File: src/rtl/sba_pkg.sv
// Shared constants, types and the helper function of the sector bitmap allocator.
package sba_pkg;

   localparam int MAP_ENTRIES   = 65536;
   localparam int WORD_BITS     = 32;
   localparam int NWORDS        = (MAP_ENTRIES + WORD_BITS - 1) / WORD_BITS;
   localparam int WORD_W        = $clog2(NWORDS);
   localparam int BIT_W         = $clog2(WORD_BITS);
   localparam int SEC_W         = $clog2(MAP_ENTRIES);
   localparam int ADDR_W        = 21;
   localparam int COUNT_W       = 17;
   localparam int SECTOR_SCALE  = 29;
   localparam int RECIP_SHIFT   = 26;
   localparam int RECIP         = (1 << RECIP_SHIFT) / SECTOR_SCALE;
   localparam int RECIP_W       = $clog2(RECIP + 1);
   localparam int PROD_W        = ADDR_W + RECIP_W;
   localparam int QUOT_W        = PROD_W - RECIP_SHIFT;
   localparam int REM_W         = $clog2(2 * SECTOR_SCALE);
   localparam int RESET_SECTORS = 64;
   localparam int RESET_WORDS   = (RESET_SECTORS + WORD_BITS - 1) / WORD_BITS;
   localparam int QUEUE_DEPTH   = 4;
   localparam int QPTR_W        = $clog2(QUEUE_DEPTH);

   localparam logic [1:0] CMD_MARK  = 2'd0;
   localparam logic [1:0] CMD_ALLOC = 2'd1;
   localparam logic [1:0] CMD_FREE  = 2'd2;

   typedef enum logic [1:0] {
      ST_OK       = 2'd0,
      ST_NOT_MULT = 2'd1,
      ST_RANGE    = 2'd2,
      ST_FULL     = 2'd3
   } status_type;

   typedef struct packed {
      logic [1:0]       cmd;
      status_type       status;
      logic [SEC_W-1:0] sector;
   } item_type;

   typedef enum logic [2:0] {
      BK_CLEAR,
      BK_IDLE,
      BK_RMW,
      BK_SCAN,
      BK_ALLOC_DONE
   } back_state_type;

   typedef struct packed {
      logic             found;
      logic [BIT_W-1:0] idx;
   } hit_type;

   // lowest clear bit of word among the bits enabled by mask
   function automatic hit_type first_clear(input logic [WORD_BITS-1:0] word,
                                           input logic [WORD_BITS-1:0] mask);
      hit_type h;
      h = '0;
      for (int i = WORD_BITS - 1; i >= 0; i--) begin
         if (!word[i] && mask[i]) begin
            h.found = 1'b1;
            h.idx   = BIT_W'(i);
         end
      end
      return h;
   endfunction

endpackage

File: src/rtl/sba_queue.sv
// Short queue of classified commands between front and back.
module sba_queue import sba_pkg::*; (
   input  logic     clock,
   input  logic     reset,
   input  logic     push,
   input  item_type push_item,
   output logic     full,
   input  logic     pop,
   output item_type head,
   output logic     empty
);

   item_type           entry_ff [QUEUE_DEPTH];
   logic [QPTR_W-1:0]  wr_ptr_ff, wr_ptr_in;
   logic [QPTR_W-1:0]  rd_ptr_ff, rd_ptr_in;
   logic [QPTR_W:0]    count_ff, count_in;
   logic               push_ok;
   logic               pop_ok;

   assign full    = count_ff == (QPTR_W+1)'(QUEUE_DEPTH);
   assign empty   = count_ff == '0;
   assign push_ok = push && !full;
   assign pop_ok  = pop && !empty;
   assign head    = entry_ff[rd_ptr_ff];

   always_comb begin
      wr_ptr_in = push_ok ? wr_ptr_ff + QPTR_W'(1) : wr_ptr_ff;
      rd_ptr_in = pop_ok ? rd_ptr_ff + QPTR_W'(1) : rd_ptr_ff;
      count_in  = count_ff + (QPTR_W+1)'(push_ok) - (QPTR_W+1)'(pop_ok);
   end

   always_ff @(posedge clock) begin
      if (reset) begin
         wr_ptr_ff <= '0;
         rd_ptr_ff <= '0;
         count_ff  <= '0;
      end else begin
         wr_ptr_ff <= wr_ptr_in;
         rd_ptr_ff <= rd_ptr_in;
         count_ff  <= count_in;
      end
   end

   always_ff @(posedge clock) begin
      if (push_ok) begin
         entry_ff[wr_ptr_ff] <= push_item;
      end
   end

endmodule

File: config.mk
export PLATFORM = sky130hd
export DESIGN_NAME = sba_queue
export DESIGN_NICKNAME = d
export VERILOG_FILES = /design/src/rtl/sba_pkg.sv /design/src/rtl/sba_queue.sv
export SDC_FILE = /design/constraint.sdc
export NUM_CORES = 1
export LEC_CHECK = 0
export BUFFER_PORTS_ARGS = -buffer_cell sky130_fd_sc_hd__buf_2
export CORE_MARGIN = 2
export CORE_UTILIZATION = 28
export CTS_CLUSTER_SIZE = 25
export DETAILED_ROUTE_END_ITERATION = 16
export GPL_TIMING_DRIVEN = 0
export PLACE_DENSITY = 0.57
export SLEW_MARGIN = 20
export SYNTH_ARGS = -nofsm -noshare
export SYNTH_HDL_FRONTEND = slang
export SYNTH_SLANG_ARGS = --single-unit
File: constraint.sdc
create_clock -name clock -period 3.71 [get_ports clock]
set_input_delay 0.371 -clock clock [delete_from_list [all_inputs] [get_ports clock]]
set_output_delay 0.371 -clock clock [all_outputs]
set_load 0.01 [all_outputs]
# Word level (Yosys, flattened, before mapping)
# Memories as Yosys holds them, arrays and structs flattened. A register that Yosys moved wholly into a read port is not among the register bits.
# Cells that the tools add are included.
[totals]
regBits = 7
mem_bits_rw = 80
input_bits = 24
output_inout_bits = 22
word_cells = 18
memories = 1
[op_classes]
add_sub_neg = 4
eq_ne = 1
mux = 4
reduce_logical = 5
[memory_table]
columns = ["name", "depth", "width", "rd", "rd_clocked_by_memory_dff", "wr", "line_no", "source"]
rows = [
  ["entry_ff", 4, 20, 1, 1, 1, "sba_queue.sv:13", "item_type entry_ff [QUEUE_DEPTH];"],
]
[ops]
columns = ["op", "n"]
rows = [
  ["adder 2 x 1 -> 2 bit (second input constant)", 2],
  ["2-to-1 mux 2 bit", 2],
  ["adder 3 x 1 -> 3 bit", 1],
  ["equality test 3 bit (second input constant)", 1],
  ["logical NOT 3 bit", 1],
  ["subtractor 3 x 1 -> 3 bit", 1],
  ["logical AND 1 bit", 2],
  ["logical NOT 1 bit", 2],
  ["2-to-1 mux 1 bit", 2],
]

# Longest topological paths before layout
# Gate-level depths: netlist (run 1).
[depth]
ltp_word = 5
ltp_mapped = 10
depth_no_buf = 10

# Least setup slack after synthesis (run 1)
# No wires, ideal clock.
[synth_timing]
path_type = "reg-to-reg"
startpoint = "reg count_ff[2]"
endpoint = "reg count_ff[2]"
setup_time_ns = 0.125
arrival_time_ns = 1.922
required_time_ns = 3.585
setup_slack_ns = 1.663
stages_incl_launch_ff = 11
n_path_buf = 0
period_less_slack_ns = 2.047
path_cell_list = "dfxtp_1 nor3b_2 nor2_2 inv_1 ha_1 inv_1 ha_1 fa_1 xnor2_1 xnor2_1 nor2_1"
[synth_between]
elab_chain_cells = 5
word_cells_on_any_way = 8
classes_between = "2 x add/sub; 1 x eq/ne; 5 x reduce/logical"
[synth_rtl]
columns = ["element", "line_no", "source"]
rows = [
  ["from (decl)", "sba_queue.sv:16", "logic [QPTR_W:0] count_ff, count_in;"],
  ["from (signal assigned)", "sba_queue.sv:40", "count_ff <= count_in;"],
  ["equality test 3 bit", "sba_queue.sv:20", "assign full = count_ff == (QPTR_W+1)'(QUEUE_DEPTH);"],
  ["via full", "sba_queue.sv:7", "output logic full,"],
  ["logical NOT 1 bit", "sba_queue.sv:22", "assign push_ok = push && !full;"],
  ["logical AND 1 bit", "sba_queue.sv:22", ""],
  ["adder 3 x 1 -> 3 bit", "sba_queue.sv:29", "count_in = count_ff + (QPTR_W+1)'(push_ok) - (QPTR_W+1)'(pop_ok);"],
  ["subtractor 3 x 1 -> 3 bit", "sba_queue.sv:29", ""],
]
# The timed path passes the listed nets, and every way through them passes these cells.
# A chain may end at the register's enable or synchronous reset.

# Worst setup path after layout (run 1)
[layout_timing]
startpoint = "reg count_ff[1]"
endpoint = "reg count_ff[2]"
[layout_between]
elab_chain_cells = 5
word_cells_on_any_way = 8
classes_between = "2 x add/sub; 1 x eq/ne; 5 x reduce/logical"
[layout_rtl]
columns = ["element", "line_no"]
rows = [
  ["equality test 3 bit", "sba_queue.sv:20"],
  ["logical NOT 1 bit", "sba_queue.sv:22"],
  ["logical AND 1 bit", "sba_queue.sv:22"],
  ["adder 3 x 1 -> 3 bit", "sba_queue.sv:29"],
  ["subtractor 3 x 1 -> 3 bit *", "sba_queue.sv:29"],
]
# Every way passes the cells marked *; elsewhere a longest branch is shown, timed or not.

==> results.toml, run 1 <==
[status]
status = "complete, no violations"

[floorplan]
fp-row-count = 40
io_pins = 46
coreArea_um2 = 11900
die_area_um2 = 12900
die_h_um = 114
die_w_um = 114
initial_core_util_pct = 28.3

[sta]
rsz0062_at_grt = "false"
fin_setup_tns_ps = 0
fin_skew_ps = 6.22
finalCritPeriodShare_pct = 59.5
tightest_slew_ps = 690
fin_crit_ps = 2210
hold_viol = 0
slew_violations = 0
setup_viol = 0
fmax_mhz = 453
fin_ws_ps = 1500
slew_headroom_pct = 54.0

[layout]
drive_gt1_share_pct = 42.3
layout-area-overhead-vs-synth_pct = 21.2
final_nets = 241
diodes = 0

[route]
wl_um = 5590
num_vias = 1544
drt.antenna.violating_nets = 0
remaining_drc_errors = 0
vias_per_cell = 4.27
dr.first_iter.drc_count = 55
drt_first_pass_iters = 4
routedWlPerCell_um = 15.5

[clock_tree]
cts_root_buffer = "clkbuf_16"
cts_resized = 0
clkLatencyLatePin_ps = 330
clockBufferDepth = 2
clock_sinks = 89
postCtsHoldBufs = 0
h-tree-depth = 3
cts_tree = "built"
cts_setup_buffers = 0
numCtsBuffers = 9
cts.clk_slew.worst_paths_ps = 60

[logic_synthesis]
synth.most_common_cell = "edfxtp_1"
syn-num-nets = 186
synth_simple_gate_area_share_pct = 3.16
synth_enable_flop_cells = 80
async_flop_share_pct = 0
synth_compound_area_share_pct = 0.968
synthAdderAreaFrac_pct = 2.83
synth_top_area_share_pct = 71.5
synth_cells = 155
synth_area_leaders = "edfxtp_1, mux4_2, dfxtp_1"
synthXorXnorAreaFrac_pct = 0.782
synth_top_family_by_area = "multiplexers"
yosys_warnings = 0
syn_area_per_cell_um2 = 21.7
synthTopCellsByCount = "edfxtp_1, mux4_2, dfxtp_1, inv_1, ha_1"
syn-cell-area_um2 = 3360
synthMuxAreaShare_pct = 13.7
synth_seq_cells = 89
synth.largest_area_cell = "edfxtp_1"
seq_area_frac_synth_pct = 76.8
ys_types = 24
synth_top_flop_cell = "edfxtp_1"

[power]
ir_drop_mv = 0.252
clkPwrFrac_pct = 32.6
netSwitchingPower_uw = 724
swShare_pct = 26.2
internal_power_uw = 2040
p_total_uw = 2760
combPwrFrac_pct = 22.0
seq_power_share_pct = 45.4
p_per_area_nw_per_um2 = 678
p_leak_uw = 0.00139

[placement]
dpl.hpwl_um = 3470
place_ws_ps = 1500
gp_congestion = 0.687
port_buffers = 44

[global_route]
grt-ovfl-total = 0
antenna_found_initial = 0
grt_max_degree = 21
grt_pass1_vias = 1577
grtUsageTotal_pct = 9.42
grt_pass1_wl_um = 8810

[worst_hold_path]
whs_path_depth = 1
hold_class = "primary input to flop"
hold_end = "entry_ff[0][9]"
min_from = "push_item[9]"

[worst_setup_path]
crit_path_max_fanout = 6
reg2reg_slack_ps = 1500
rr_startpoint = "count_ff[1]"
worstSetupPathType = "flop to flop"
cp-start-kind = "flop"
cp.arrival_ps = 2420
cp.required_ps = 3920
reg2reg_to = "count_ff[2]"
critPathCaptureType = "flop"
r2r_cells = 10
timing.critical_path.from = "count_ff[1]"

[run]
drv_cap = 0
## power by group through the flow
stage	sequential, uW	combinational [uW]	clock [uW]
global placement	1270	619	0
CTS	1250	629	926
floorplan	1260	425	0
detailed placement	1280	627	0
finish	1250	608	900
global route	1260	671	965
## layout make-up
| type | count | area [um^2] |
|---|---|---|
| timing repair buffer | 44 | 220 |
| clock buffer | 9 | 225 |
| buffer | 5 | 27.5 |
| fill | 1115 | 7790 |
| multi-input combinational | 53 | 726 |
| inverter | 8 | 30.0 |
| sequential | 89 | 2580 |
| tap | 147 | 184 |
| clock inverter | 7 | 78.8 |
## worst max-delay path: stages, from the launching register on
cell	delay [ps]
dfxtp_1	460
nor3b_2	110
nor2_2	210
inv_1	70
ha_1	270
inv_1	40
ha_1	180
fa_1	370
xnor2_1	170
xnor2_1	140
nor2_1	50
## through the flow
stage	utilization (%)	cells	area (um^2)	hold slack, ps
6_report	34.3	362	4070	252
5_1_grt	34.3	362	4070	249
4_1_cts	34.3	362	4070	240
3_5_place_dp	31.8	346	3770	492
3_3_place_gp	31.7	346	3760	480
2_1_floorplan	-	155	3360	459
## worst max path at each step
stage / to / slack [ps] / cells past startpoint
6_report: count_ff[2] / 1500 / 10
2_1_floorplan: count_ff[2] / 1660 / 10
3_5_place_dp: count_ff[2] / 1500 / 10
5_1_grt: count_ff[2] / 1290 / 10
4_1_cts: count_ff[2] / 1480 / 10
3_3_place_gp: count_ff[2] / 1540 / 10
## logic make-up after synthesis
family,Yosys count
AOI/OAI and AO/OA,5
and+or+nand+nor,17
xor gates and xnor gates,3
DFF,89
adders and majority gates,7
muxes,21
buffers and inverters,13
## cells in the final DEF, fill, tap and decap left out, types with 2 or more instances in the layout
master      synthesis  layout
mux4_2             20      20
clkinvlp_4          0       3
and2_2              0       4
buf_4               2       2
ha_1                6       6
buf_2               1      45
o21ai_0             2       2
clkbuf_1            2       2
clkinv_4            0       2
dfxtp_1             9       9
nand2b_1            2       2
inv_1               8       8
clkbuf_16           0       9
xnor2_1             2       2
nor2_1              3       3
edfxtp_1           80      80
a21oi_1             2       2
or3_1               2       2
nor2b_1             2       2
## sequential cells by signal, summed over array words and instances, names as in the netlist, named ones only
register,count
rd_ptr_ff,2
count_ff,3
wr_ptr_ff,2
entry_ff,80
## per-layer routing
| layer | GRT usage, % | share of wire (%) | up-vias |
|---|---|---|---|
| met5 | 0 | 0 | - |
| met4 | 4.63 | 1.6 | 0 |
| met3 | 3.40 | 5.3 | 9 |
| met2 | 14.6 | 48 | 29 |
| met1 | 11.8 | 45 | 780 |
| li1 | - | - | 726 |
Note: power is estimated with default switching activity, not from simulation.
==> run 2: changes to the inputs <==
- PLACE_DENSITY: 0.57 -> 0.58
- clock period: 3.71 -> 2 ns (I/O delays scaled with it)
==> run 2 against run 1 <==
Net effect: the flow now finishes with violations (setup timing); clock-buffer cell count up 1; fmax up 10%; die area unchanged; largest power group unchanged.
==> results.toml, run 2 (synthesis results as in run 1) <==
[status]
status = "finished with violations"
violations = "setup timing"

[clock_tree]
numCtsBuffers = 9
clkLatencyLatePin_ps = 330
cts_tree = "built"
cts_root_buffer = "clkbuf_16"
cts.clk_slew.worst_paths_ps = 60
postCtsHoldBufs = 0
clockBufferDepth = 2
h-tree-depth = 3
clock_sinks = 89

[sta]
whs_ps = 77.3
setup_viol = 1
fmax_mhz = 500
slew_headroom_pct = 59.2
fin_ws_ps = -1.43
rsz0062_at_grt = "true"
fin_crit_ps = 2000
hold_viol = 0
fin_setup_tns_ps = -1.43
fin_skew_ps = 3.91
finalCritPeriodShare_pct = 100
slew_violations = 0
tightest_slew_ps = 612

[worst_setup_path]
cp.depth = 9
path_buf_inv = 2
crit_family = "adder cells"
rr_startpoint = "count_ff[1]"
r2r_cells = 9
cp_slowest_stage_delay_ps = 370
crit_path_max_fanout = 5
cp.arrival_ps = 2220
crit_chain = "o31ai_4 -> inv_1 -> ha_1 -> inv_1 -> ha_2 -> fa_2 -> xnor2_2 -> xnor2_1 -> nor2_1"
critical_path.most_common_cell = "inv_1"
slowest_stage = "dfxtp_4"
critPathCaptureType = "flop"
worstSetupPathType = "flop to flop"
cp-start-kind = "flop"
reg2reg_to = "count_ff[2]"
cp.required_ps = 2220
reg2reg_slack_ps = -1

[power]
clkPwrFrac_pct = 31.9
p_leak_uw = 0.00142
seq_power_share_pct = 45.1
combPwrFrac_pct = 23.0
p_total_uw = 5200
p_per_area_nw_per_um2 = 1260
netSwitchingPower_uw = 1370
ir_drop_mv = 0.535
swShare_pct = 26.3
internal_power_uw = 3830

[floorplan]
fp-row-count = 40
coreArea_um2 = 11900
die_area_um2 = 12900
initial_core_util_pct = 28.3
io_pins = 46
die_w_um = 114
die_h_um = 114

[route]
wl_um = 5870
vias_per_cell = 4.32
num_vias = 1578
wl_met1_um = 2580
drt_first_pass_iters = 4
routed-wl-met3_um = 328
drt.antenna.violating_nets = 0
remaining_drc_errors = 0
dr.first_iter.drc_count = 91
routed.top_layer = "met4"
met2WireLength_um = 2860
routedWlPerCell_um = 16.1

[global_route]
antenna_found_initial = 0
grtUsageTotal_pct = 9.83
grt_max_degree = 21
grt_pass1_wl_um = 9000
grt_pass1_vias = 1659
grt-ovfl-total = 0

[placement]
dp_cells = 346
place_area_um2 = 3790
gp_congestion = 0.635
dpl.hpwl_um = 3500
port_buffers = 44

[layout]
largest_reg_flops = 80
largestRegisters = "entry_ff (80), count_ff (3)"
mostFrequentLayoutCell = "edfxtp_1"
fin_cells = 365
drive_gt1_share_pct = 45.9
diodes = 0
layout_common_cells = "edfxtp_1, buf_2, mux4_2"
finish.instance_area_um2 = 4130
layout-area-overhead-vs-synth_pct = 22.9
regMostFlops = "entry_ff"
final_nets = 244

[worst_hold_path]
whs_path_depth = 1
hold_end = "entry_ff[3][18]"
min_from = "push_item[18]"
hold_class = "primary input to flop"

[run]
drv_cap = 0
## run 2: cell count changes in the layout (fill, tap and decap cells not counted), moves of 2 or more
cell	previous run	this run
buf_4	2	5
clkinv_2	0	2
clkinv_4	2	0
clkinvlp_4	3	1
dfxtp_1	9	6
dfxtp_4	0	2
## run 2: repair_timing
item | CTS | global route
buffers inserted | 1 | 2
pin swaps | 2 | 5
setup endpoints to repair | 12 | 1
gates resized for setup | 5 | 2
cloned | 0 | 0
## run 2: worst max path at each step
stage	start	end	slack [ps]
floorplan	count_ff[2]	count_ff[2]	-20
finish	count_ff[1]	count_ff[2]	-1
detailed placement	count_ff[0]	count_ff[2]	-160
global route	count_ff[1]	count_ff[2]	-130
global placement	count_ff[2]	entry_ff[3][6]	-150
CTS	count_ff[2]	count_ff[2]	-60
## run 2: cell type report
type / instances / area (um^2)
inverter: 8 / 30.0
multi-input combinational: 53 / 758
sequential: 89 / 2590
fill: 1121 / 7730
clock buffer: 10 / 229
tap: 147 / 184
timing repair buffer: 47 / 243
buffer: 5 / 28.8
clock inverter: 6 / 65.1
## run 2: through the flow
| step | setup WS (ps) | utilization (%) |
|---|---|---|
| floorplan | -16.7 | - |
| global placement | -150 | 31.9 |
| detailed placement | -162 | 31.9 |
| CTS | -60.6 | 34.6 |
| global route | -127 | 34.8 |
| finish | -1.43 | 34.8 |
## run 2: metal layers
metal	global-route usage (%)	vias up
met1	12.0	798
met5	0	-
met3	4.09	10
met4	4.15	0
li1	-	733
met2	15.4	37
## run 2: power groups by stage
stage	clock (uW)	combinational, uW	sequential (uW)
5_1_grt	1790	1320	2370
6_report	1660	1200	2350
4_1_cts	1710	1220	2350
3_3_place_gp	0	1180	2370
3_5_place_dp	0	1200	2380
2_1_floorplan	0	813	2350
