`src/rtl/sba_pkg.sv`:
```
// Shared constants, types and the helper function of the sector bitmap allocator.
package sba_pkg;

   localparam int MAP_ENTRIES   = 65536;
   localparam int WORD_BITS     = 32;
   localparam int NWORDS        = (MAP_ENTRIES + WORD_BITS - 1) / WORD_BITS;
   localparam int WORD_W        = $clog2(NWORDS);
   localparam int BIT_W         = $clog2(WORD_BITS);
   localparam int SEC_W         = $clog2(MAP_ENTRIES);
   localparam int ADDR_W        = 21;
   localparam int COUNT_W       = 17;
   localparam int SECTOR_SCALE  = 29;
   localparam int RECIP_SHIFT   = 26;
   localparam int RECIP         = (1 << RECIP_SHIFT) / SECTOR_SCALE;
   localparam int RECIP_W       = $clog2(RECIP + 1);
   localparam int PROD_W        = ADDR_W + RECIP_W;
   localparam int QUOT_W        = PROD_W - RECIP_SHIFT;
   localparam int REM_W         = $clog2(2 * SECTOR_SCALE);
   localparam int RESET_SECTORS = 64;
   localparam int RESET_WORDS   = (RESET_SECTORS + WORD_BITS - 1) / WORD_BITS;
   localparam int QUEUE_DEPTH   = 4;
   localparam int QPTR_W        = $clog2(QUEUE_DEPTH);

   localparam logic [1:0] CMD_MARK  = 2'd0;
   localparam logic [1:0] CMD_ALLOC = 2'd1;
   localparam logic [1:0] CMD_FREE  = 2'd2;

   typedef enum logic [1:0] {
      ST_OK       = 2'd0,
      ST_NOT_MULT = 2'd1,
      ST_RANGE    = 2'd2,
      ST_FULL     = 2'd3
   } status_type;

   typedef struct packed {
      logic [1:0]       cmd;
      status_type       status;
      logic [SEC_W-1:0] sector;
   } item_type;

   typedef enum logic [2:0] {
      BK_CLEAR,
      BK_IDLE,
      BK_RMW,
      BK_SCAN,
      BK_ALLOC_DONE
   } back_state_type;

   typedef struct packed {
      logic             found;
      logic [BIT_W-1:0] idx;
   } hit_type;

   // lowest clear bit of word among the bits enabled by mask
   function automatic hit_type first_clear(input logic [WORD_BITS-1:0] word,
                                           input logic [WORD_BITS-1:0] mask);
      hit_type h;
      h = '0;
      for (int i = WORD_BITS - 1; i >= 0; i--) begin
         if (!word[i] && mask[i]) begin
            h.found = 1'b1;
            h.idx   = BIT_W'(i);
         end
      end
      return h;
   endfunction

endpackage

```
`src/rtl/sba_front.sv`:
```
// Front end: accepts command words, divides the address by the sector size and classifies.
module sba_front import sba_pkg::*; (
   input  logic              clock,
   input  logic              reset,
   input  logic              clearing,
   input  logic              req_push,
   output logic              req_full,
   input  logic [1:0]        req_cmd,
   input  logic [ADDR_W-1:0] req_sector_addr,
   input  logic              q_full,
   output logic              q_push,
   output item_type          q_item
);

   logic              s1_valid_ff, s1_valid_in;
   logic [1:0]        s1_cmd_ff;
   logic [ADDR_W-1:0] s1_addr_ff;
   logic [PROD_W-1:0] s1_prod_ff;

   logic              advance;
   logic              accept;
   logic [QUOT_W-1:0] quot;
   logic [QUOT_W-1:0] quot_c;
   logic [ADDR_W:0]   times;
   logic [ADDR_W:0]   diff;
   logic [REM_W-1:0]  rem;
   logic              exact;
   logic              in_range;
   logic [SEC_W-1:0]  sec;
   logic              known_cmd;

   assign advance  = !s1_valid_ff || !q_full;
   assign req_full = clearing || !advance;
   assign accept   = req_push && !req_full;
   assign q_push   = s1_valid_ff;

   always_comb begin
      s1_valid_in = s1_valid_ff;
      if (advance) begin
         s1_valid_in = accept;
      end
   end

   always_ff @(posedge clock) begin
      if (reset) begin
         s1_valid_ff <= 1'b0;
      end else begin
         s1_valid_ff <= s1_valid_in;
      end
   end

   always_ff @(posedge clock) begin
      if (accept) begin
         s1_cmd_ff  <= req_cmd;
         s1_addr_ff <= req_sector_addr;
         s1_prod_ff <= PROD_W'(req_sector_addr) * PROD_W'(RECIP);
      end
   end

   // quotient may be one low: correct with a single compare and subtract
   always_comb begin
      quot     = s1_prod_ff[PROD_W-1:RECIP_SHIFT];
      times    = (ADDR_W+1)'(quot) * (ADDR_W+1)'(SECTOR_SCALE);
      diff     = {1'b0, s1_addr_ff} - times;
      rem      = diff[REM_W-1:0];
      quot_c   = quot + QUOT_W'(rem >= REM_W'(SECTOR_SCALE));
      exact    = (rem == '0) || (rem == REM_W'(SECTOR_SCALE));
      in_range = 32'(quot_c) < 32'(MAP_ENTRIES);
      sec      = quot_c[SEC_W-1:0];
      known_cmd = (s1_cmd_ff == CMD_MARK) || (s1_cmd_ff == CMD_ALLOC) ||
                  (s1_cmd_ff == CMD_FREE);

      q_item.cmd = s1_cmd_ff;
      priority if (!known_cmd) begin
         q_item.status = ST_OK;
      end else if (!exact) begin
         q_item.status = ST_NOT_MULT;
      end else if (!in_range) begin
         q_item.status = ST_RANGE;
      end else begin
         q_item.status = ST_OK;
      end

      // allocate carries the first sector to search
      if (s1_cmd_ff == CMD_ALLOC) begin
         q_item.sector = (sec == SEC_W'(MAP_ENTRIES - 1)) ? SEC_W'(1) : sec + SEC_W'(1);
      end else begin
         q_item.sector = sec;
      end
   end

endmodule

```
`config.mk`:
```
export PLATFORM = sky130hd
export DESIGN_NAME = sba_front
export DESIGN_NICKNAME = d
export VERILOG_FILES = /design/src/rtl/sba_pkg.sv /design/src/rtl/sba_front.sv
export SDC_FILE = /design/constraint.sdc
export NUM_CORES = 1
export LEC_CHECK = 0
export ABC_AREA = 1
export BUFFER_PORTS_ARGS = -buffer_cell sky130_fd_sc_hd__buf_2
export CAP_MARGIN = 40
export CORE_UTILIZATION = 45
export DETAILED_ROUTE_END_ITERATION = 12
export SLEW_MARGIN = 20
export SYNTH_ARGS = -nofsm -noshare
export SYNTH_HDL_FRONTEND = slang
export SYNTH_SLANG_ARGS = --single-unit
```
`constraint.sdc`:
```
create_clock -name clock -period 15.25 [get_ports clock]
set_clock_uncertainty 0.05 [all_clocks]
set_input_delay 3.05 -clock clock [delete_from_list [all_inputs] [get_ports clock]]
set_output_delay 3.05 -clock clock [all_outputs]
set_load 0.005 [all_outputs]
```
Word level (Yosys, flattened, before mapping):

Index checks and enable logic that the tools add are counted.

* register bits: 51
* bits of input ports: 28
* word-level logic and storage cells: 32

* $add $sub $neg: 3
* multiply operators: 2
* order comparisons: 2
* equality and inequality tests: 4
* multiplexer cells: 5
* reduce and logical (&&, ||, !) cells: 12

Operator list (count)
* $mul A21 B21 Y42 const B: 1
* $mux W16: 2
* $add A17 B1 Y17: 1
* $lt A17 B17 Y1 const B: 1
* $mul A17 B5 Y6 const B: 1
* $add A16 B1 Y16 const B: 1
* $eq A16 B16 Y1 const B: 1
* $eq A6 B5 Y1 const B: 1
* $ge A6 B5 Y1 const B: 1
* $logic_not A6 Y1: 1
* $mux W2: 3
* $sub A6 B6 Y6: 1
* $logic_or A1 B1 Y1: 5
* $logic_not A1 Y1: 4
* $eq A2 B1 Y1 const B: 1
* $eq A2 B2 Y1 const B: 1
* $logic_not A2 Y1: 1
* $logic_and A1 B1 Y1: 1

Depth between registers and ports, before layout:

Gate-level depths: netlist (run 1).

* word-level depth: 8
* gate-level depth with buffers: 30
* depth with buffers taken out: 30

Worst setup path before layout (run 1):

OpenSTA, ideal clock, no wires.

* path type: input-to-reg
* start: input port req_sector_addr[9]
* end: register s1_prod_ff[37] (data pin)
* library setup time: 252 ps
* arrival time: 7819 ps
* data required time: 14948 ps
* path slack: 7129 ps
* stages: 23
* buffers on the path: 0
* cells stage by stage: inv_1 > fa_1 > inv_1 > fa_1 > inv_1 > fa_1 > inv_1 > fa_1 > inv_1 > fa_1 > fa_1 > inv_1 > ha_1 > ha_1 > nand2_1 > nor2_1 > nor3b_1 > nand2_1 > nand2_1 > a21o_1 > nand2_1 > nand3_1 > nand2_1

* longest elaborated chain between the ends: 1

RTL lines
* start, declared: line sba_front.sv:9 `input logic [ADDR_W-1:0] req_sector_addr,`
* $mul A21 B21 Y42: line sba_front.sv:56 `s1_prod_ff <= PROD_W'(req_sector_addr) * PROD_W'(RECIP);`
* end signal, assigned: line sba_front.sv:56
* end, declared: line sba_front.sv:18 `logic [PROD_W-1:0] s1_prod_ff;`

No other way between the ends.
A chain may end at the register's enable or synchronous reset.

==> results.md, run 1 <==
| Item | Value |
|:---|:---|
| Status | complete, no violations |
| Endpoint of the worst-slack reg-to-reg timing path | s1_addr_ff[2]$_DFFE_PP_ |
| Max Slew Vio Count | 0 |
| RSZ-0062 raised after global routing | no |
| Starting density of the core | 45.89% |
| TritonCTS clock tree | built |
| Wire length of the first global-routing pass | 42580 microns |
| Mean routed wirelength per cell | 14.88 microns |
| Worst min-delay path endpoint | q_push$_SDFFE_PP0N_ |
| Final clock period utilization by the worst path | 55.89% |
| Core area | 0.02432 sq mm |
| Total area of multi-input combinational cells | 0.008760 sq mm |
| Post-CTS setup buffer count | 0 |
| Number of search-and-repair iterations in the first detailed-routing pass | 4 |
| Total negative slack | 0 ns |
| Classification of the worst setup path | reg2out |
| Kind of end point of the critical path | output port |
| Max FO, Critical Path | 6 |
| Mean post-synth cell area | 8.212 sq um |
| GP Congestion | 0.9145 |
| Die ar. | 0.02544 sq mm |
| Post-synthesis instance area | 0.01116 sq mm |
| Actual transition at the worst max-transition pin | 0.4565 ns |
| Fraction of post-synthesis cell area in the top cell type by area | 32.29% |
| Die X-Extent | 159.5 microns |
| Number of warnings reported in the yosys synthesis log | 0 |
| Post-Synthesis Net Count | 1780 |
| Worst max-slew margin expressed relative to the limit | 69.24% |
| Total clock buffers created by CTS | 3 |
| Startpoint Class | flop |
| Post-synthesis cell count | 1359 |
| Die height | 159.5 microns |
| Fin area | 0.01190 sq mm |
| Post-CTS clock slew at the launch and capture registers of the worst setup and hold paths | 0.06 ns |
| Worst reg2reg path depth | 5 |
| Total number of placement rows | 57 |
| Post-synthesis cell type with the largest combined area | sky130_fd_sc_hd__fa_1 |
| Max-cap violations | 0 |
| CTS Sinks | 26 |
| Port-buffer cells | 49 |
| Filler Cells Inserted | 2459 |
| Setup violation total in the final timing report | 0 |
| Top area cells in the synthesized netlist | sky130_fd_sc_hd__fa_1 (32%), sky130_fd_sc_hd__ha_1 (24%), sky130_fd_sc_hd__inv_1 (14%) |
| Final hold violations | 0 |
| Remaining global-route overflow | 0 |
| Post-layout net count | 1835 |
| Maximum number of pins on one net before global-route repair | 27 |
| Via count of the first global-routing pass | 8412 |
| Clock Root Buffer | sky130_fd_sc_hd__clkbuf_16 |
| Fraction of final layout cells with drive strength greater than 1 | 6.794% |
| Number of hold buffers added after cts | 0 |
| Starting DRT DRC Count | 422 |
| Placed standard-cell area | 0.01182 sq mm |
| Crit path DAT | 5.42 ns |
| Max Freq | 0.1173 GHz |
| Number of remaining DRC errors | 0 |
| WL final | 25850 microns |
| Number of primary I/O pins | 50 |
| Total routing usage reported by global routing | 21.15% |
| DP Wirelength | 23800 microns |
| Class of the worst hold path | reg2reg |
| Insertion delay of the later-clocked pin in the worst-skew pair | 0.26 ns |
| Clock Path Buffers | 2 |
| H-tree depth | 1 |
| Number of antenna violations at the first check in global routing | 0 |
| Area taken by flip-flops and latches | 770.7 sq um |
| Non-filler instance count after layout | 1737 |
| Startpoint of the tightest hold check path | q_push$_SDFFE_PP0N_ |
| Worst hold path stage count | 4 |
| CTS-repair resized insts | 0 |
| Inst Count DP | 1733 |
| Final critical delay including setup and external delays | 8.524 ns |
| Library cells used by synthesis | 37 |
| Number of vias after detailed routing | 8280 |
| Sequential element share of the synthesized area | 6.906% |
| Ratio of routed vias to standard cells | 4.767 |
| Worst reg2reg startpoint | q_push$_SDFFE_PP0N_ |
| Internal reg-to-reg setup slack | 13.79 ns |
| Antenna viol nets, final | 0 |
| Diodes inserted | 0 |
| Data required, critical path | 12.15 ns |
| Layout overhead on the synthesized area | 6.626% |
| #FFs+latches synth | 26 |
-- stage by stage --
step                      worst slack (ns)  hold slack [ns]  util [%]
after detailed placement             6.570           0.5073     48.61
after CTS                            6.708           0.5225     48.93
after global routing                 6.349           0.6149     48.93
after floorplan                      7.129           0.4960         -
final                                6.726           0.5124     48.93
after global placement               6.576           0.4853     48.61
-- cells in the mapped netlist --
| cell type | instances |
|---|---|
| sky130_fd_sc_hd__xnor2_4 | 1 |
| sky130_fd_sc_hd__nor4_1 | 3 |
| sky130_fd_sc_hd__dfxtp_1 | 1 |
| sky130_fd_sc_hd__edfxtp_1 | 25 |
| sky130_fd_sc_hd__nor2_2 | 7 |
| sky130_fd_sc_hd__a21o_1 | 3 |
| sky130_fd_sc_hd__nand2_1 | 201 |
| sky130_fd_sc_hd__inv_1 | 430 |
| sky130_fd_sc_hd__and2_1 | 1 |
| sky130_fd_sc_hd__or2_2 | 1 |
| sky130_fd_sc_hd__nand3_2 | 3 |
| sky130_fd_sc_hd__nor3_1 | 11 |
| sky130_fd_sc_hd__a211oi_1 | 3 |
| sky130_fd_sc_hd__nor3_2 | 4 |
| sky130_fd_sc_hd__xnor2_1 | 12 |
| sky130_fd_sc_hd__a21boi_0 | 2 |
| sky130_fd_sc_hd__o21bai_1 | 8 |
| sky130_fd_sc_hd__nor2_1 | 83 |
| sky130_fd_sc_hd__nand2_2 | 12 |
| sky130_fd_sc_hd__clkinv_1 | 1 |
| sky130_fd_sc_hd__fa_1 | 180 |
| sky130_fd_sc_hd__nor3b_1 | 1 |
| sky130_fd_sc_hd__nand3b_1 | 1 |
| sky130_fd_sc_hd__nand3_1 | 30 |
| sky130_fd_sc_hd__o21a_1 | 6 |
| sky130_fd_sc_hd__nand4_2 | 1 |
| sky130_fd_sc_hd__inv_2 | 4 |
| sky130_fd_sc_hd__o21ai_1 | 2 |
| sky130_fd_sc_hd__a21oi_1 | 43 |
| sky130_fd_sc_hd__ha_1 | 213 |
| sky130_fd_sc_hd__nor2_4 | 8 |
| sky130_fd_sc_hd__a31oi_1 | 2 |
| sky130_fd_sc_hd__o21ai_0 | 30 |
| sky130_fd_sc_hd__xor2_1 | 10 |
| sky130_fd_sc_hd__o21bai_2 | 1 |
| sky130_fd_sc_hd__nand4_1 | 14 |
| sky130_fd_sc_hd__o211ai_1 | 1 |
-- worst max-delay path, stage by stage (launching register included) --
cell and delay [ns]:
sky130_fd_sc_hd__edfxtp_1 0.49, sky130_fd_sc_hd__inv_1 0.18, sky130_fd_sc_hd__fa_1 0.57, sky130_fd_sc_hd__inv_1 0.06, sky130_fd_sc_hd__fa_1 0.50, sky130_fd_sc_hd__fa_1 0.55, sky130_fd_sc_hd__inv_1 0.04, sky130_fd_sc_hd__ha_1 0.31
sky130_fd_sc_hd__xnor2_1 0.15, sky130_fd_sc_hd__nor2_1 0.13, sky130_fd_sc_hd__o211ai_1 0.12, sky130_fd_sc_hd__nand2_1 0.10, sky130_fd_sc_hd__ha_1 0.19, sky130_fd_sc_hd__ha_1 0.31, sky130_fd_sc_hd__nand2_1 0.14, sky130_fd_sc_hd__nor2_2 0.20
sky130_fd_sc_hd__nand3_1 0.16, sky130_fd_sc_hd__o21ai_1 0.30, sky130_fd_sc_hd__inv_1 0.13, sky130_fd_sc_hd__nand2_2 0.11, sky130_fd_sc_hd__nor2_4 0.05, sky130_fd_sc_hd__nand4_2 0.11, sky130_fd_sc_hd__nand2_1 0.07, sky130_fd_sc_hd__nor2_1 0.09
sky130_fd_sc_hd__buf_2 0.11
-- cell families (layout without fill, tap and decap cells) --
group                    after synthesis  in the layout  synth area share [%]
XOR/XNOR                              23             23                 1.973
flip-flops                            26             26                 6.906
AO/OA/AOI/OAI                        101            101                 5.123
AND/OR/NAND/NOR                      381            381                 15.20
adder cells (fa/ha/maj)              393            393                 56.17
buffers and inverters                435            489                 14.63
-- routing by layer --
metal	global-route usage (%)	routed length, microns	vias up
met4	2.972	318	0
li1	-	-	4209
met3	2.162	980	22
met2	35.95	12150	141
met1	29.72	12400	3908
met5	0	0	-
-- cells in the final DEF, fill, tap and decap left out, types with 2 or more instances in the layout --
cell                          n
sky130_fd_sc_hd__inv_1      430
sky130_fd_sc_hd__ha_1       213
sky130_fd_sc_hd__nand2_1    201
sky130_fd_sc_hd__fa_1       180
sky130_fd_sc_hd__nor2_1      82
sky130_fd_sc_hd__buf_2       49
sky130_fd_sc_hd__a21oi_1     43
sky130_fd_sc_hd__o21ai_0     30
sky130_fd_sc_hd__nand3_1     30
sky130_fd_sc_hd__edfxtp_1    25
sky130_fd_sc_hd__nand4_1     14
sky130_fd_sc_hd__xnor2_1     12
sky130_fd_sc_hd__nand2_2     12
sky130_fd_sc_hd__nor3_1      11
sky130_fd_sc_hd__xor2_1      10
sky130_fd_sc_hd__nor2_2       8
sky130_fd_sc_hd__o21bai_1     8
sky130_fd_sc_hd__nor2_4       8
sky130_fd_sc_hd__o21a_1       6
sky130_fd_sc_hd__inv_2        4
sky130_fd_sc_hd__nor3_2       4
sky130_fd_sc_hd__a21o_1       3
sky130_fd_sc_hd__nor4_1       3
sky130_fd_sc_hd__a211oi_1     3
sky130_fd_sc_hd__nand3_2      3
sky130_fd_sc_hd__clkbuf_16    3
sky130_fd_sc_hd__a31oi_1      2
sky130_fd_sc_hd__a21boi_0     2
sky130_fd_sc_hd__o21ai_1      2
sky130_fd_sc_hd__clkinv_1     2
-- sequential cells by signal, indices dropped and copies added, names as in the netlist --
| register | cells |
|---|---|
| s1_prod_ff | 17 |
| q_push | 1 |
| s1_addr_ff | 6 |
| s1_cmd_ff | 2 |
-- worst max-delay path by stage --
stage / start / endpoint / slack [ns] / cells past startpoint
after floorplan: req_sector_addr[9] / s1_prod_ff[37]$_DFFE_PP_ / 7.13 / 23
after global placement: req_sector_addr[14] / s1_prod_ff[42]$_DFFE_PP_ / 6.58 / 24
after detailed placement: req_sector_addr[14] / s1_prod_ff[42]$_DFFE_PP_ / 6.57 / 24
after CTS: s1_prod_ff[26]$_DFFE_PP_ / q_item[15] / 6.71 / 24
after global routing: s1_prod_ff[26]$_DFFE_PP_ / q_item[15] / 6.35 / 27
final: s1_prod_ff[26]$_DFFE_PP_ / q_item[7] / 6.73 / 24
-- final cells by class --
type | instances | share of cell area, %
clock buffer | 3 | 0.6308
clock inverter | 1 | 0.03154
inverter | 435 | 13.72
multi-input combinational | 898 | 73.61
sequential | 26 | 6.477
tap | 324 | 3.407
timing repair buffer | 50 | 2.124
Power of run 1 is left out: the tool's default activity adds up to more than one toggle a clock period on the data nets, which glitch-free logic cannot reach.
==> inputs of run 2 (changes only) <==
Clock period 15.25 ns to 7.18 ns, I/O delays scaled along.
==> run 2 against run 1 <==
Worst setup slack got worse by 6.4 ns. Global-route usage shrank 0.18 points. First-iteration DRC count shrank 12%. Final area increased by 0.94%. Critical path depth grew 2. Core utilization is 0.46 points higher.
==> results.md, run 2 (synthesis gave the netlist of run 1 again) <==
| Item | Value | Delta |
|:---|:---|:---|
| Max reg flops | 17 | unchanged |
| Max FO, Critical Path | 5 | was 6 |
| Starting DRT DRC Count | 371 | was 422 |
| Internal reg-to-reg setup slack | 5.72 ns | was 13.79 ns |
| Diodes inserted | 0 | unchanged |
| Port-buffer cells | 49 | unchanged |
| Number of remaining DRC errors | 0 | unchanged |
| Core area | 0.02432 sq mm | unchanged |
| Max-cap violations | 0 | unchanged |
| Actual transition at the worst max-transition pin | 0.4611 ns | was 0.4565 ns |
| Non-filler instance count after layout | 1749 | was 1737 |
| Final clock period utilization by the worst path | 96.08% |  |
| Die height | 159.5 microns | unchanged |
| Class of the worst hold path | reg2reg | unchanged |
| Register bank with the most flops | s1_prod_ff | unchanged |
| Crit path DAT | 6.86 ns | was 5.42 ns |
| Max Freq | 0.1450 GHz |  |
| Worst min-delay path endpoint | q_push$_SDFFE_PP0N_ | unchanged |
| Filler Cells Inserted | 2376 | was 2459 |
| Most common library cell in the layout ignoring fill and taps | sky130_fd_sc_hd__inv_1 | unchanged |
| Leading cell types in the layout, fill and taps excluded | sky130_fd_sc_hd__inv_1 (427), sky130_fd_sc_hd__ha_1 (213), sky130_fd_sc_hd__nand2_1 (201) | was sky130_fd_sc_hd__inv_1 (430), sky130_fd_sc_hd__ha_1 (213), sky130_fd_sc_hd__nand2_1 (201) |
| WL final | 25590 microns | was 25850 microns |
| Layout overhead on the synthesized area | 7.623% | was 6.626% |
| Most prevalent standard cell on the critical path | sky130_fd_sc_hd__nand2_1 | was sky130_fd_sc_hd__inv_1 |
| Critical-path top delay cell | sky130_fd_sc_hd__fa_1 | unchanged |
| Die X-Extent | 159.5 microns | unchanged |
| Die ar. | 0.02544 sq mm | unchanged |
| Worst reg2reg path depth | 5 | unchanged |
| Total number of placement rows | 57 | unchanged |
| Fraction of final layout cells with drive strength greater than 1 | 7.860% | was 6.794% |
| Bufs and invs on worst path | 8 | was 5 |
| Startpoint Class | input port | was flop |
| Placed standard-cell area | 0.01189 sq mm | was 0.01182 sq mm |
| H-tree depth | 1 | unchanged |
| Met1 usage in global routing | 29.92% | was 29.72% |
| Total routing usage reported by global routing | 20.97% | was 21.15% |
| Number of vias after detailed routing | 8328 | was 8280 |
| Total clock buffers created by CTS | 3 | unchanged |
| Data required, critical path | 7.14 ns | was 12.15 ns |
| Peak per-stage delay on the critical path | 0.55 ns | was 0.57 ns |
| Inst Count DP | 1742 | was 1733 |
| Mean routed wirelength per cell | 14.63 microns | was 14.88 microns |
| GP Congestion | 0.9321 | was 0.9145 |
| Insertion delay of the later-clocked pin in the worst-skew pair | 0.25 ns | was 0.26 ns |
| Post-CTS clock slew at the launch and capture registers of the worst setup and hold paths | 0.06 ns | about the same |
| Maximum number of pins on one net before global-route repair | 27 | unchanged |
| CTS Sinks | 26 | unchanged |
| Number of antenna violations at the first check in global routing | 0 | unchanged |
| Clock Path Buffers | 2 | unchanged |
| GR Util met2 | 35.41% | was 35.95% |
| Final critical delay including setup and external delays | 6.898 ns |  |
| Antenna viol nets, final | 0 | unchanged |
| Wire length of the first global-routing pass | 42430 microns | was 42580 microns |
| Setup violation total in the final timing report | 0 | unchanged |
| Ratio of routed vias to standard cells | 4.762 | was 4.767 |
| Number of search-and-repair iterations in the first detailed-routing pass | 4 | unchanged |
| Worst max-slew margin expressed relative to the limit | 68.94% | was 69.24% |
| Max Slew Vio Count | 0 | unchanged |
| Final hold violations | 0 | unchanged |
| Status | complete, no violations | unchanged |
| TritonCTS clock tree | built | unchanged |
| RSZ-0062 raised after global routing | no | unchanged |
| Largest registers in the final layout | s1_prod_ff (17), s1_addr_ff (6), s1_cmd_ff (2) | unchanged |
| Worst reg2reg startpoint | q_push$_SDFFE_PP0N_ | unchanged |
| Via count of the first global-routing pass | 8434 | was 8412 |
| DP Wirelength | 23560 microns | was 23800 microns |
| Cell family with the largest share of critical-path delay | adder cells | unchanged |
| Startpoint of the tightest hold check path | q_push$_SDFFE_PP0N_ | unchanged |
| Util after Layout | 49.39% | was 48.93% |
| Post-layout net count | 1847 | was 1835 |
| Number of primary I/O pins | 50 | unchanged |
| Endpoint of the worst-slack reg-to-reg timing path | s1_prod_ff[37]$_DFFE_PP_ | was s1_addr_ff[2]$_DFFE_PP_ |
| Classification of the worst setup path | in2reg | was reg2out |
| Kind of end point of the critical path | flop | was output port |
| Clock Root Buffer | sky130_fd_sc_hd__clkbuf_16 | unchanged |
| Met3 usage in global routing | 1.276% | was 2.162% |
| Worst hold path stage count | 4 | unchanged |
| Fin area | 0.01201 sq mm | was 0.01190 sq mm |
| Remaining global-route overflow | 0 | unchanged |
| Starting density of the core | 45.89% | unchanged |
| Global route hottest layer | met2 | unchanged |
run 2: cell count changes in the layout (fill, tap and decap cells not counted), sizes merged:
cell,previous run,this run
buf,50,60
clkbuf,3,5
clkinvlp,0,3
inv,434,431
run 2: cell type report:
cell class / instances / area [sq um] / share of cell area [%]
tap: 324 / 405.4 / 3.375
clock buffer: 3 / 75.07 / 0.6250
inverter: 435 / 1644 / 13.69
clock inverter: 1 / 3.754 / 0.03125
multi-input combinational: 898 / 8765 / 72.97
sequential: 26 / 770.7 / 6.417
timing repair buffer: 62 / 347.8 / 2.896
run 2: per-layer routing:
layer	up-vias	wire length, microns
met5	-	0
met4	0	390
met3	26	752
met2	151	12050
met1	3925	12400
li1	4226	-
run 2: tightest hold or removal path, delay by kind of cell, from the launching register on:
family	cells	cell delay, ns
DFF	1	0.32
AOI/OAI and AO/OA	1	0.07
buffers and inverters	2	0.09
and+or+nand+nor	1	0.05
run 2: worst max path at each step:
| stage | startpoint | end | slack, ns | cells after the start |
|---|---|---|---|---|
| 2_1_floorplan | req_sector_addr[9] | s1_prod_ff[37]$_DFFE_PP_ | 0.67 | 23 |
| 3_3_place_gp | req_sector_addr[12] | s1_prod_ff[40]$_DFFE_PP_ | 0.01 | 26 |
| 3_5_place_dp | req_sector_addr[13] | s1_prod_ff[40]$_DFFE_PP_ | -0.03 | 26 |
| 4_1_cts | req_sector_addr[12] | s1_prod_ff[40]$_DFFE_PP_ | 0.21 | 26 |
| 5_1_grt | req_sector_addr[13] | s1_prod_ff[40]$_DFFE_PP_ | 0.003 | 26 |
| 6_report | req_sector_addr[13] | s1_prod_ff[40]$_DFFE_PP_ | 0.28 | 26 |
run 2: repair_timing:
action	4_1_cts	5_1_grt
gates resized for setup	0	6
setup endpoints to repair	0	4
hold buffers	0	0
setup buffers	0	3
endpoints found under the hold margin	0	0
run 2: metrics by stage:
step | TNS [ns] | hold slack (ns) | worst slack [ns]
5_1_grt | 0 | 0.5985 | 0.003331
3_5_place_dp | -0.04507 | 0.5005 | -0.03263
4_1_cts | 0 | 0.5145 | 0.2074
2_1_floorplan | 0 | 0.4960 | 0.6731
6_report | 0 | 0.5086 | 0.2816
3_3_place_gp | 0 | 0.4887 | 0.009959
Power of run 2 is left out for the same reason.
